## config.mk

```make
export PLATFORM = sky130hd
export DESIGN_NAME = expression_token_scanner_top_flat
export DESIGN_NICKNAME = d
export VERILOG_FILES = /design/src/design/ets_pkg.sv /design/src/design/ets_if.sv /design/src/design/ets_front.sv /design/src/design/ets_queue.sv /design/src/design/ets_back.sv /design/src/design/expression_token_scanner_top.sv /design/src/flat_wrapper.sv
export SDC_FILE = /design/constraint.sdc
export NUM_CORES = 1
export LEC_CHECK = 0
export BUFFER_PORTS_ARGS = -buffer_cell sky130_fd_sc_hd__buf_4
export CAP_MARGIN = 10
export CORE_MARGIN = 2
export CORE_UTILIZATION = 56
export CTS_CLUSTER_SIZE = 24
export DETAILED_ROUTE_END_ITERATION = 16
export GPL_TIMING_DRIVEN = 0
export MAX_ROUTING_LAYER = met4
export PLACE_DENSITY = 0.76
export SLEW_MARGIN = 40
export SYNTH_ARGS = -nofsm -noshare
export SYNTH_HDL_FRONTEND = slang
export SYNTH_SLANG_ARGS = --single-unit
```

## constraint.sdc

```tcl
create_clock -name i_clk -period 6.77 [get_ports i_clk]
set_input_delay 0.677 -clock i_clk [delete_from_list [all_inputs] [get_ports i_clk]]
set_output_delay 0.677 -clock i_clk [all_outputs]
set_load 0.01 [all_outputs]
```

## src/design/ets_pkg.sv

```systemverilog
`default_nettype none
package ets_pkg;

    // token kinds
    localparam logic [3:0] K_INT   = 4'd0;
    localparam logic [3:0] K_DEC   = 4'd1;
    localparam logic [3:0] K_IDENT = 4'd2;
    localparam logic [3:0] K_PLUS  = 4'd3;
    localparam logic [3:0] K_INCR  = 4'd4;
    localparam logic [3:0] K_MINUS = 4'd5;
    localparam logic [3:0] K_DECR  = 4'd6;
    localparam logic [3:0] K_MUL   = 4'd7;
    localparam logic [3:0] K_DIV   = 4'd8;
    localparam logic [3:0] K_OPEN  = 4'd9;
    localparam logic [3:0] K_CLOSE = 4'd10;
    localparam logic [3:0] K_END   = 4'd11;
    localparam logic [3:0] K_ERROR = 4'd12;

    // error kinds
    localparam logic [2:0] E_NONE      = 3'd0;
    localparam logic [2:0] E_BAD_START = 3'd1;
    localparam logic [2:0] E_NUM_ALPHA = 3'd2;
    localparam logic [2:0] E_DEC_ALPHA = 3'd3;
    localparam logic [2:0] E_ID_SYMBOL = 3'd4;
    localparam logic [2:0] E_LONE_DOT  = 3'd5;

    // character codes
    localparam logic [7:0] CH_ZERO  = 8'h30;
    localparam logic [7:0] CH_NINE  = 8'h39;
    localparam logic [7:0] CH_DOT   = 8'h2E;
    localparam logic [7:0] CH_PLUS  = 8'h2B;
    localparam logic [7:0] CH_MINUS = 8'h2D;
    localparam logic [7:0] CH_STAR  = 8'h2A;
    localparam logic [7:0] CH_SLASH = 8'h2F;
    localparam logic [7:0] CH_OPEN  = 8'h28;
    localparam logic [7:0] CH_CLOSE = 8'h29;
    localparam logic [7:0] CH_SPACE = 8'h20;
    localparam logic [7:0] CH_TAB   = 8'h09;
    localparam logic [7:0] CH_NL    = 8'h0A;
    localparam logic [7:0] CH_LO_F  = 8'h66;
    localparam logic [7:0] CH_UP_F  = 8'h46;
    localparam logic [7:0] CH_LO_A  = 8'h61;
    localparam logic [7:0] CH_LO_Z  = 8'h7A;
    localparam logic [7:0] CH_UP_A  = 8'h41;
    localparam logic [7:0] CH_UP_Z  = 8'h5A;

    // queue between scanner and emitter
    localparam int QDEPTH = 4;
    localparam int QAW    = $clog2(QDEPTH);

    typedef struct packed {
        logic [3:0]  token_kind;
        logic [31:0] int_value;
        logic [31:0] frac_value;
        logic [7:0]  frac_count;
        logic [7:0]  lexeme_length;
        logic [15:0] start_row;
        logic [15:0] start_col;
        logic [2:0]  error_kind;
    } t_token;

    // tokens caused by one character: one or two
    typedef struct packed {
        logic   two;
        t_token tok0;
        t_token tok1;
    } t_rec;

endpackage
`default_nettype wire

```

## src/design/ets_if.sv

```systemverilog
`default_nettype none
interface ets_in_if;
    logic       valid;
    logic       ready;
    logic [7:0] char_code;
    logic       end_of_input;
    modport source(output valid, char_code, end_of_input, input ready);
    modport sink(input valid, char_code, end_of_input, output ready);
endinterface

interface ets_out_if;
    logic        valid;
    logic        ready;
    logic [3:0]  token_kind;
    logic [31:0] int_value;
    logic [31:0] frac_value;
    logic [7:0]  frac_count;
    logic [7:0]  lexeme_length;
    logic [15:0] start_row;
    logic [15:0] start_col;
    logic [2:0]  error_kind;
    logic        last;
    modport source(output valid, token_kind, int_value, frac_value, frac_count,
                   lexeme_length, start_row, start_col, error_kind, last, input ready);
    modport sink(input valid, token_kind, int_value, frac_value, frac_count,
                 lexeme_length, start_row, start_col, error_kind, last, output ready);
endinterface
`default_nettype wire

```

## src/design/ets_front.sv

```systemverilog
`default_nettype none
module ets_front #(
    parameter int LENGTH_LIMIT = 255
) (
    input  wire logic          i_clk,
    input  wire logic          i_rst_n,
    input  wire logic          i_valid,
    input  wire logic [7:0]    i_char_code,
    input  wire logic          i_end_of_input,
    input  wire logic          i_q_full,
    output logic               o_ready,
    output logic               o_push,
    output ets_pkg::t_rec      o_rec
);
    import ets_pkg::*;

    localparam int LW = $clog2(LENGTH_LIMIT + 1);

    localparam logic [2:0] M_START   = 3'd0;
    localparam logic [2:0] M_NUMBER  = 3'd1;
    localparam logic [2:0] M_DECIMAL = 3'd2;
    localparam logic [2:0] M_IDENT   = 3'd3;
    localparam logic [2:0] M_PLUS    = 3'd4;
    localparam logic [2:0] M_MINUS   = 3'd5;

    logic [2:0]    r_mode, n_mode;
    logic [31:0]   r_int, n_int;
    logic [31:0]   r_frac, n_frac;
    logic [7:0]    r_fdig, n_fdig;
    logic          r_suffix, n_suffix;
    logic [LW-1:0] r_len, n_len;
    logic [15:0]   r_line, n_line;
    logic [15:0]   r_col, n_col;
    logic [15:0]   r_trow, n_trow;
    logic [15:0]   r_tcol, n_tcol;
    logic          r_halted, n_halted;

    logic          w_fire;
    logic [7:0]    w_c;
    logic [3:0]    w_d;
    logic          w_digit, w_letter, w_symbol, w_space;
    logic [15:0]   w_prow, w_pcol;
    logic [LW-1:0] w_len_inc;
    logic [7:0]    w_len_out;
    logic          w_do_begin, w_use_flush;
    t_token        w_ftok, w_btok;
    logic          w_fv, w_bv;

    assign o_ready = !i_q_full;
    assign w_fire  = i_valid && o_ready;

    // character classes
    assign w_c      = i_char_code;
    assign w_d      = w_c[3:0];
    assign w_digit  = (w_c >= CH_ZERO) && (w_c <= CH_NINE);
    assign w_letter = ((w_c >= CH_LO_A) && (w_c <= CH_LO_Z)) ||
                      ((w_c >= CH_UP_A) && (w_c <= CH_UP_Z));
    assign w_symbol = (w_c == CH_PLUS) || (w_c == CH_MINUS) || (w_c == CH_STAR) ||
                      (w_c == CH_SLASH) || (w_c == CH_DOT) || (w_c == CH_OPEN) ||
                      (w_c == CH_CLOSE);
    assign w_space  = (w_c == CH_SPACE) || (w_c == CH_NL) || (w_c == CH_TAB);

    // position after this character
    always_comb begin
        w_prow = r_line;
        w_pcol = r_col;
        if (w_c == CH_NL) begin
            if (r_line != 16'hFFFF) w_prow = r_line + 16'd1;
            w_pcol = 16'd0;
        end else if (r_col != 16'hFFFF) begin
            w_pcol = r_col + 16'd1;
        end
    end

    // saturating lexeme length
    assign w_len_inc = (r_len < LW'(LENGTH_LIMIT)) ? r_len + LW'(1) : r_len;
    assign w_len_out = (16'(r_len) > 16'd255) ? 8'hFF : 8'(r_len);

    // token pending in the current mode
    always_comb begin
        w_ftok           = '0;
        w_ftok.start_row = r_trow;
        w_ftok.start_col = r_tcol;
        w_fv             = 1'b1;
        case (r_mode)
            M_NUMBER: begin
                w_ftok.token_kind    = K_INT;
                w_ftok.int_value     = r_int;
                w_ftok.lexeme_length = w_len_out;
            end
            M_DECIMAL: begin
                w_ftok.token_kind    = K_DEC;
                w_ftok.int_value     = r_int;
                w_ftok.frac_value    = r_frac;
                w_ftok.frac_count    = r_fdig;
                w_ftok.lexeme_length = w_len_out;
            end
            M_IDENT: begin
                w_ftok.token_kind    = K_IDENT;
                w_ftok.lexeme_length = w_len_out;
            end
            M_PLUS: begin
                w_ftok.token_kind    = K_PLUS;
                w_ftok.lexeme_length = 8'd1;
            end
            M_MINUS: begin
                w_ftok.token_kind    = K_MINUS;
                w_ftok.lexeme_length = 8'd1;
            end
            default: begin
                w_fv = 1'b0;
            end
        endcase
    end

    // scanner step
    always_comb begin
        n_mode      = r_mode;
        n_int       = r_int;
        n_frac      = r_frac;
        n_fdig      = r_fdig;
        n_suffix    = r_suffix;
        n_len       = r_len;
        n_line      = r_line;
        n_col       = r_col;
        n_trow      = r_trow;
        n_tcol      = r_tcol;
        n_halted    = r_halted;
        w_do_begin  = 1'b0;
        w_use_flush = 1'b0;
        w_bv        = 1'b0;
        w_btok      = '0;
        w_btok.start_row = w_prow;
        w_btok.start_col = w_pcol;

        if (!r_halted) begin
            if (i_end_of_input) begin
                w_use_flush      = 1'b1;
                w_bv             = 1'b1;
                w_btok.token_kind = K_END;
                w_btok.start_row = r_line;
                w_btok.start_col = r_col;
                n_mode           = M_START;
                n_line           = 16'd1;
                n_col            = 16'd0;
            end else begin
                n_line = w_prow;
                n_col  = w_pcol;
                case (r_mode)
                    M_NUMBER: begin
                        if (w_digit) begin
                            n_int = {r_int[28:0], 3'b000} + {r_int[30:0], 1'b0} +
                                    {28'd0, w_d};
                            n_len = w_len_inc;
                        end else if (w_letter) begin
                            w_bv              = 1'b1;
                            w_btok.token_kind = K_ERROR;
                            w_btok.error_kind = E_NUM_ALPHA;
                        end else if (w_c == CH_DOT) begin
                            n_len    = w_len_inc;
                            n_frac   = 32'd0;
                            n_fdig   = 8'd0;
                            n_suffix = 1'b0;
                            n_mode   = M_DECIMAL;
                        end else begin
                            w_use_flush = 1'b1;
                            w_do_begin  = 1'b1;
                        end
                    end
                    M_DECIMAL: begin
                        if (w_digit) begin
                            n_frac = {r_frac[28:0], 3'b000} + {r_frac[30:0], 1'b0} +
                                     {28'd0, w_d};
                            if (r_fdig != 8'hFF) n_fdig = r_fdig + 8'd1;
                            n_len = w_len_inc;
                        end else if (w_letter) begin
                            if (!r_suffix && ((w_c == CH_LO_F) || (w_c == CH_UP_F))) begin
                                n_suffix = 1'b1;
                            end else begin
                                w_bv              = 1'b1;
                                w_btok.token_kind = K_ERROR;
                                w_btok.error_kind = E_DEC_ALPHA;
                            end
                        end else begin
                            w_use_flush = 1'b1;
                            w_do_begin  = 1'b1;
                        end
                    end
                    M_IDENT: begin
                        if (w_digit || w_letter) begin
                            n_len = w_len_inc;
                        end else if (w_symbol) begin
                            w_bv              = 1'b1;
                            w_btok.token_kind = K_ERROR;
                            w_btok.error_kind = E_ID_SYMBOL;
                        end else begin
                            w_use_flush = 1'b1;
                            w_do_begin  = 1'b1;
                        end
                    end
                    M_PLUS, M_MINUS: begin
                        if ((r_mode == M_PLUS && w_c == CH_PLUS) ||
                            (r_mode == M_MINUS && w_c == CH_MINUS)) begin
                            w_bv                 = 1'b1;
                            w_btok.token_kind    = (r_mode == M_PLUS) ? K_INCR : K_DECR;
                            w_btok.lexeme_length = 8'd2;
                            w_btok.start_row     = r_trow;
                            w_btok.start_col     = r_tcol;
                            n_mode               = M_START;
                        end else begin
                            w_use_flush = 1'b1;
                            w_do_begin  = 1'b1;
                        end
                    end
                    default: begin
                        w_do_begin = 1'b1;
                    end
                endcase

                // start of a new token
                if (w_do_begin) begin
                    n_mode = M_START;
                    if (w_space) begin
                        n_mode = M_START;
                    end else if (w_digit) begin
                        n_trow   = w_prow;
                        n_tcol   = w_pcol;
                        n_len    = LW'(1);
                        n_int    = {28'd0, w_d};
                        n_frac   = 32'd0;
                        n_fdig   = 8'd0;
                        n_suffix = 1'b0;
                        n_mode   = M_NUMBER;
                    end else if (w_letter || w_c == CH_PLUS || w_c == CH_MINUS) begin
                        n_trow = w_prow;
                        n_tcol = w_pcol;
                        n_len  = LW'(1);
                        n_mode = w_letter ? M_IDENT :
                                 (w_c == CH_PLUS) ? M_PLUS : M_MINUS;
                    end else if (w_c == CH_STAR || w_c == CH_SLASH ||
                                 w_c == CH_OPEN || w_c == CH_CLOSE) begin
                        w_bv                 = 1'b1;
                        w_btok.lexeme_length = 8'd1;
                        w_btok.token_kind    = (w_c == CH_STAR)  ? K_MUL :
                                               (w_c == CH_SLASH) ? K_DIV :
                                               (w_c == CH_OPEN)  ? K_OPEN : K_CLOSE;
                    end else begin
                        w_bv              = 1'b1;
                        w_btok.token_kind = K_ERROR;
                        w_btok.error_kind = (w_c == CH_DOT) ? E_LONE_DOT : E_BAD_START;
                    end
                end

                // an error halts the scanner
                if (w_bv && w_btok.token_kind == K_ERROR) begin
                    n_halted = 1'b1;
                    n_mode   = M_START;
                end
            end
        end
    end

    // pack the tokens of this beat
    assign o_push        = w_fire && ((w_use_flush && w_fv) || w_bv);
    assign o_rec.two     = w_use_flush && w_fv && w_bv;
    assign o_rec.tok0    = (w_use_flush && w_fv) ? w_ftok : w_btok;
    assign o_rec.tok1    = w_btok;

    // scanner state
    always_ff @(posedge i_clk) begin
        if (!i_rst_n) begin
            r_mode   <= M_START;
            r_int    <= 32'd0;
            r_frac   <= 32'd0;
            r_fdig   <= 8'd0;
            r_suffix <= 1'b0;
            r_len    <= '0;
            r_line   <= 16'd1;
            r_col    <= 16'd0;
            r_trow   <= 16'd0;
            r_tcol   <= 16'd0;
            r_halted <= 1'b0;
        end else if (w_fire) begin
            r_mode   <= n_mode;
            r_int    <= n_int;
            r_frac   <= n_frac;
            r_fdig   <= n_fdig;
            r_suffix <= n_suffix;
            r_len    <= n_len;
            r_line   <= n_line;
            r_col    <= n_col;
            r_trow   <= n_trow;
            r_tcol   <= n_tcol;
            r_halted <= n_halted;
        end
    end

endmodule
`default_nettype wire

```

## src/design/ets_queue.sv

```systemverilog
`default_nettype none
module ets_queue (
    input  wire logic          i_clk,
    input  wire logic          i_rst_n,
    input  wire logic          i_push,
    input  wire ets_pkg::t_rec i_rec,
    input  wire logic          i_pop,
    output logic               o_full,
    output logic               o_empty,
    output ets_pkg::t_rec      o_head
);
    import ets_pkg::*;

    t_rec           r_mem [QDEPTH];
    logic [QAW-1:0] r_wptr, r_rptr;
    logic [QAW:0]   r_count;
    logic           w_do_push, w_do_pop;

    assign o_full    = (r_count == (QAW+1)'(QDEPTH));
    assign o_empty   = (r_count == '0);
    assign o_head    = r_mem[r_rptr];
    assign w_do_push = i_push && !o_full;
    assign w_do_pop  = i_pop && !o_empty;

    // entry storage
    always_ff @(posedge i_clk) begin
        if (w_do_push) r_mem[r_wptr] <= i_rec;
    end

    // pointers and fill count
    always_ff @(posedge i_clk) begin
        if (!i_rst_n) begin
            r_wptr  <= '0;
            r_rptr  <= '0;
            r_count <= '0;
        end else begin
            if (w_do_push) r_wptr <= r_wptr + QAW'(1);
            if (w_do_pop)  r_rptr <= r_rptr + QAW'(1);
            if (w_do_push && !w_do_pop)      r_count <= r_count + (QAW+1)'(1);
            else if (w_do_pop && !w_do_push) r_count <= r_count - (QAW+1)'(1);
        end
    end

endmodule
`default_nettype wire

```

## src/design/ets_back.sv

```systemverilog
`default_nettype none
module ets_back (
    input  wire logic          i_clk,
    input  wire logic          i_rst_n,
    input  wire logic          i_empty,
    input  wire ets_pkg::t_rec i_head,
    input  wire logic          i_ready,
    output logic               o_pop,
    output logic               o_valid,
    output ets_pkg::t_token    o_token,
    output logic               o_last
);
    import ets_pkg::*;

    logic r_sel;
    logic w_fire;

    // one token per beat, second slot after the first
    assign o_valid = !i_empty;
    assign o_token = r_sel ? i_head.tok1 : i_head.tok0;
    assign o_last  = r_sel || !i_head.two;
    assign w_fire  = o_valid && i_ready;
    assign o_pop   = w_fire && o_last;

    // slot select
    always_ff @(posedge i_clk) begin
        if (!i_rst_n) begin
            r_sel <= 1'b0;
        end else if (w_fire) begin
            r_sel <= !o_last;
        end
    end

endmodule
`default_nettype wire

```

## src/design/expression_token_scanner_top.sv

```systemverilog
`default_nettype none
// Expression token scanner. One source byte (or an end mark) is taken per beat on i_in,
// and tokens leave on o_out one per beat, with last set on the final token caused by
// that input beat. The scanner takes a byte every cycle as long as its four-entry
// queue of token groups has room; a byte yields zero, one or two tokens, so output
// runs at one token per cycle while the consumer is ready; a stalled consumer only
// back-pressures the input once the queue fills. Tokens are written into the queue
// when their closing byte is accepted. After an error token every further beat is taken
// and dropped until reset. LENGTH_LIMIT sets where the lexeme length count saturates.
module expression_token_scanner_top #(
    parameter int LENGTH_LIMIT = 255
) (
    input  wire logic i_clk,
    input  wire logic i_rst_n,
    ets_in_if.sink    i_in,
    ets_out_if.source o_out
);
    import ets_pkg::*;

    logic   w_push, w_full, w_empty, w_pop;
    t_rec   w_rec, w_head;
    t_token w_token;

    // front: classify and scan
    ets_front #(
        .LENGTH_LIMIT(LENGTH_LIMIT)
    ) u_front (
        .i_clk          (i_clk),
        .i_rst_n        (i_rst_n),
        .i_valid        (i_in.valid),
        .i_char_code    (i_in.char_code),
        .i_end_of_input (i_in.end_of_input),
        .i_q_full       (w_full),
        .o_ready        (i_in.ready),
        .o_push         (w_push),
        .o_rec          (w_rec)
    );

    // token group queue
    ets_queue u_queue (
        .i_clk   (i_clk),
        .i_rst_n (i_rst_n),
        .i_push  (w_push),
        .i_rec   (w_rec),
        .i_pop   (w_pop),
        .o_full  (w_full),
        .o_empty (w_empty),
        .o_head  (w_head)
    );

    // back: emit tokens
    ets_back u_back (
        .i_clk   (i_clk),
        .i_rst_n (i_rst_n),
        .i_empty (w_empty),
        .i_head  (w_head),
        .i_ready (o_out.ready),
        .o_pop   (w_pop),
        .o_valid (o_out.valid),
        .o_token (w_token),
        .o_last  (o_out.last)
    );

    assign o_out.token_kind    = w_token.token_kind;
    assign o_out.int_value     = w_token.int_value;
    assign o_out.frac_value    = w_token.frac_value;
    assign o_out.frac_count    = w_token.frac_count;
    assign o_out.lexeme_length = w_token.lexeme_length;
    assign o_out.start_row     = w_token.start_row;
    assign o_out.start_col     = w_token.start_col;
    assign o_out.error_kind    = w_token.error_kind;

endmodule
`default_nettype wire

```

## src/flat_wrapper.sv

```systemverilog
// flat-port wrapper written by rule: the top's interface ports become plain ports
module expression_token_scanner_top_flat import ets_pkg::*;
#(
    parameter int LENGTH_LIMIT = 255
)
  (i_clk, i_rst_n, i_in_valid, i_in_char_code, i_in_end_of_input, i_in_ready, o_out_valid, o_out_token_kind, o_out_int_value, o_out_frac_value, o_out_frac_count, o_out_lexeme_length, o_out_start_row, o_out_start_col, o_out_error_kind, o_out_last, o_out_ready);
  ets_in_if i_in_i ();
  ets_out_if o_out_i ();
  input  wire logic i_clk;
  input  wire logic i_rst_n;
  input wire logic [$bits(i_in_i.valid)-1:0] i_in_valid;
  input wire logic [$bits(i_in_i.char_code)-1:0] i_in_char_code;
  input wire logic [$bits(i_in_i.end_of_input)-1:0] i_in_end_of_input;
  output wire logic [$bits(i_in_i.ready)-1:0] i_in_ready;
  output wire logic [$bits(o_out_i.valid)-1:0] o_out_valid;
  output wire logic [$bits(o_out_i.token_kind)-1:0] o_out_token_kind;
  output wire logic [$bits(o_out_i.int_value)-1:0] o_out_int_value;
  output wire logic [$bits(o_out_i.frac_value)-1:0] o_out_frac_value;
  output wire logic [$bits(o_out_i.frac_count)-1:0] o_out_frac_count;
  output wire logic [$bits(o_out_i.lexeme_length)-1:0] o_out_lexeme_length;
  output wire logic [$bits(o_out_i.start_row)-1:0] o_out_start_row;
  output wire logic [$bits(o_out_i.start_col)-1:0] o_out_start_col;
  output wire logic [$bits(o_out_i.error_kind)-1:0] o_out_error_kind;
  output wire logic [$bits(o_out_i.last)-1:0] o_out_last;
  input wire logic [$bits(o_out_i.ready)-1:0] o_out_ready;
  assign i_in_i.valid = i_in_valid;
  assign i_in_i.char_code = i_in_char_code;
  assign i_in_i.end_of_input = i_in_end_of_input;
  assign i_in_ready = i_in_i.ready;
  assign o_out_valid = o_out_i.valid;
  assign o_out_token_kind = o_out_i.token_kind;
  assign o_out_int_value = o_out_i.int_value;
  assign o_out_frac_value = o_out_i.frac_value;
  assign o_out_frac_count = o_out_i.frac_count;
  assign o_out_lexeme_length = o_out_i.lexeme_length;
  assign o_out_start_row = o_out_i.start_row;
  assign o_out_start_col = o_out_i.start_col;
  assign o_out_error_kind = o_out_i.error_kind;
  assign o_out_last = o_out_i.last;
  assign o_out_i.ready = o_out_ready;
  expression_token_scanner_top #(.LENGTH_LIMIT(LENGTH_LIMIT)) u_core (.i_clk(i_clk), .i_rst_n(i_rst_n), .i_in(i_in_i), .o_out(o_out_i));
endmodule
```

==> metrics.txt <==
wire per inst 24.1 µm; Post-CTS Setup Repair Bufs 0; Detailed Route Iter0 Violations between 2000 and 2500; Final GP Congestion 0.940; ANT nets after route 0; final setup violation count 0; htree depth 3; Worst setup EP type flip-flop; Fill cells 4718; HP Class in2reg; CTS root buffer clkbuf_16; DR top layer met4; Max Root-Sink Buffers 3; worst path required time 7.32 ns; Rows 94; DRT Pass-1 Iters 6; Max Cap Violations 0; Post-CTS Resized 0; Initial Util between 50% and 60%; M1 WL 37700 µm; number of clock sinks 803; WL met2 about 45000 µm; GRT overflow 0; R2R Setup Slk between 2 and 3 ns; Final Hold Vio Count 0; Final Skew around 0.034 ns; relative slew slack 37.5%; FF+latch count, synth 803; max incr delay on CP about 0.51 ns; Area Overhead vs Synth 14.3%; Yosys warning total 0; first-pass GRT wire length 141000 µm; FF-to-FF Start u_core.u_front.r_mode[1]; Synth Flop Type edfxtp_1; Net Count, Synth 2805; Syn Area/Cell between 10 and 15 µm²; clock slew at reported path FFs ~0.07 ns; Crit Path Class reg2reg; Mapped Area 37100 µm²; vias ~24000; Synth Instances 2660; met3 wire length 6260 µm; R2R depth 15; I/O pin count 135; nets around 3000; fin crit period 4.22 ns; FF/Latch Area 22500 µm²; Residual DRC 0; critical path's slowest cell a2111oi_4; CTS tree done; top cell type by total area after synthesis edfxtp_1; # hold bufs at CTS 0; Die Wd 261 µm; run status finished clean; RSZ-0062 raised after global routing no; Sum Neg Setup Slack 0 ns; Area contributors post-synth edfxtp_1 (52%), mux4_2 (9.8%), dfxtp_1 (8.6%); reg-to-reg endpoint u_core.u_queue.r_count[2]; async set-reset flop share out of synthesis 0%; largest net degree at the start of global routing 34; number of global-route vias before repair 24363; CP Launch Point u_core.u_front.r_mode[1]; worst skew pair latency 0.65 ns; post-synth top area share 52.1%; Num CTS Buffers 82; area of the multi-input gates 13900 µm²; CP cell instances inv_1 -> ha_1 -> clkbuf_1 -> nor3_1 -> a31o_2 -> a2111oi_4 -> or3_4 -> nor3_2 -> a21oi_4 -> ha_1 -> inv_1 -> fa_1 -> xor2_1 -> or3_1 -> a21boi_0; Crit path arrival time between 4 and 5 ns; Worst VDD drop roughly 0.26 mV; fraction of layout cells with a size suffix above 1 19.4%; Leakage roughly 16 nW; worst slew pin tran 0.938 ns; core area 65600 µm²; Crit Path Max Fanout 10; Final Max Slew Viols 0; final period utilization 62.3%; initial antenna violation count 4; placed insts roughly 3700; Post-DP HPWL around 63000 µm; DIE AREA 68300 µm²; post-synthesis cell type count 84; number of port buffers 132; f_max 237 MHz; vias per cell 6.27; post-layout util 64.6%; EDFF count, synth between 600 and 700; final hold slack 0.423 ns; Final Instance Count excl. Fillers 3831; wirelength, routed 92400 µm; PwrDens 317 nW/µm²; crit path capture u_core.u_queue.r_count[2]; Worst Setup Start Kind flip-flop; sequential-to-total area share from yosys stat 60.7%; die height roughly 260 µm; GRT Resource Usage Total around 28%
-- synthesized netlist by cell type, drive strengths merged, types with 18 or more instances --
cell,instances
edfxtp,644
nand2,202
mux4,161
dfxtp,159
nor2b,149
ha,127
clkbuf,115
nor2,112
o21ai,109
a21oi,89
a22oi,81
and2,68
and3,66
nand3,59
mux2,55
xor2,40
buf,38
xnor2,37
nor3,36
a21o,29
o22ai,28
inv,27
a21boi,24
nand2b,18
-- registers in the layout (all words and copies together), names as in the netlist, named ones only --
signal and cells:
u_core.u_queue.r_mem 644, u_core.u_front.r_frac 32, u_core.u_front.r_int 32, u_core.u_front.r_col 16, u_core.u_front.r_line 16, u_core.u_front.r_tcol 16, u_core.u_front.r_trow 16, u_core.u_front.r_fdig 8
u_core.u_front.r_len 8, u_core.u_front.r_mode 3, u_core.u_queue.r_count 3, u_core.u_queue.r_rptr 2, u_core.u_queue.r_wptr 2, u_core.u_back.r_sel 1, u_core.u_front.r_halted 1, u_core.u_front.r_suffix 1
-- how the worst min path moves through the flow --
stage	from	end	slack, ns	cells after the start
after global placement	u_core.u_front.r_tcol[0]	u_core.u_front.r_tcol[0]	0.47	2
after global routing	o_out_ready	u_core.u_back.r_sel	0.43	4
after CTS	o_out_ready	u_core.u_back.r_sel	0.39	4
after detailed placement	u_core.u_front.r_int[31]	u_core.u_front.r_int[31]	0.47	2
after floorplan	u_core.u_front.r_int[31]	u_core.u_front.r_int[31]	0.44	2
final	o_out_ready	u_core.u_back.r_sel	0.42	4
-- power by group --
part / switching (mW) / internal, mW / leakage (nW)
clock: 1.91 / 2.70 / 1.35
sequential: 0.103 / 5.72 / 7.48
combinational: 1.53 / 1.48 / 6.68
-- critical path: cells and delay by family (launching register included) --
family                     cells  cell delay (ns)
AOI/OAI and AO/OA              4             1.30
xor gates and xnor gates       1             0.16
adders and majority gates      3             0.81
buffers and inverters          3             0.66
DFF                            1             0.39
and+or+nand+nor                4             0.79
-- cells in the final DEF (no fill, tap or decap), types with 11 or more instances in the layout --
| cell | netlist | routed |
|---|---|---|
| mux4_2 | 161 | 161 |
| nand2_1 | 202 | 202 |
| clkinv_2 | 0 | 11 |
| buf_12 | 0 | 20 |
| nand3_1 | 59 | 59 |
| mux2_2 | 55 | 55 |
| a21boi_0 | 24 | 24 |
| ha_1 | 127 | 127 |
| o21ai_0 | 106 | 106 |
| clkinv_1 | 1 | 11 |
| a21oi_1 | 85 | 84 |
| clkbuf_1 | 112 | 124 |
| o211a_1 | 13 | 13 |
| xor2_1 | 40 | 40 |
| clkbuf_16 | 0 | 83 |
| nor2_1 | 112 | 112 |
| or3_1 | 13 | 13 |
| edfxtp_1 | 644 | 644 |
| buf_4 | 5 | 137 |
| a31oi_1 | 14 | 14 |
| xnor2_1 | 37 | 37 |
| o22ai_1 | 28 | 28 |
| dfxtp_1 | 159 | 159 |
| nor3_1 | 33 | 31 |
| buf_2 | 13 | 28 |
| clkbuf_2 | 3 | 13 |
| inv_1 | 27 | 27 |
| and3_1 | 66 | 66 |
| and2_1 | 67 | 63 |
| nand4_1 | 14 | 14 |
| a21o_1 | 29 | 29 |
| a22oi_1 | 81 | 81 |
| nand2b_1 | 18 | 18 |
| nor2b_1 | 149 | 149 |
-- area by class of cell --
type / instances / share of cell area, %
multi-input cells: 1676 / 32.8
diodes: 2 / 0.0118
inverters: 28 / 0.248
flip-flops and latches: 803 / 53.1
well taps: 864 / 2.55
clock buffers: 111 / 5.31
repair buffers: 152 / 3.28
clock inverters: 42 / 1.22
plain buffers: 153 / 1.54
-- layer usage --
metal,global-route usage [%],vias up
met5,-,-
met1,36.1,12048
li1,-,10724
met3,4.74,224
met4,9.96,0
met2,45.6,1034
-- per-stage QoR --
stage	area (µm²)	total power [mW]	setup WS (ns)
2_1_floorplan	37100	7.71	1.62
3_3_place_gp	39200	8.88	-0.419
3_5_place_dp	39600	8.97	2.15
4_1_cts	42400	13.6	2.36
5_1_grt	42400	13.9	2.29
6_report	42400	13.5	2.55
-- logic make-up after synthesis --
logic type,Yosys count,synth area share [%]
xor+xnor,77,1.82
buf+inv,181,1.96
mux,221,11.6
compound gates,475,8.60
fa+ha+maj,132,4.55
simple gates,771,10.8
flops,803,60.7
Power figures use the tool's default switching activity.
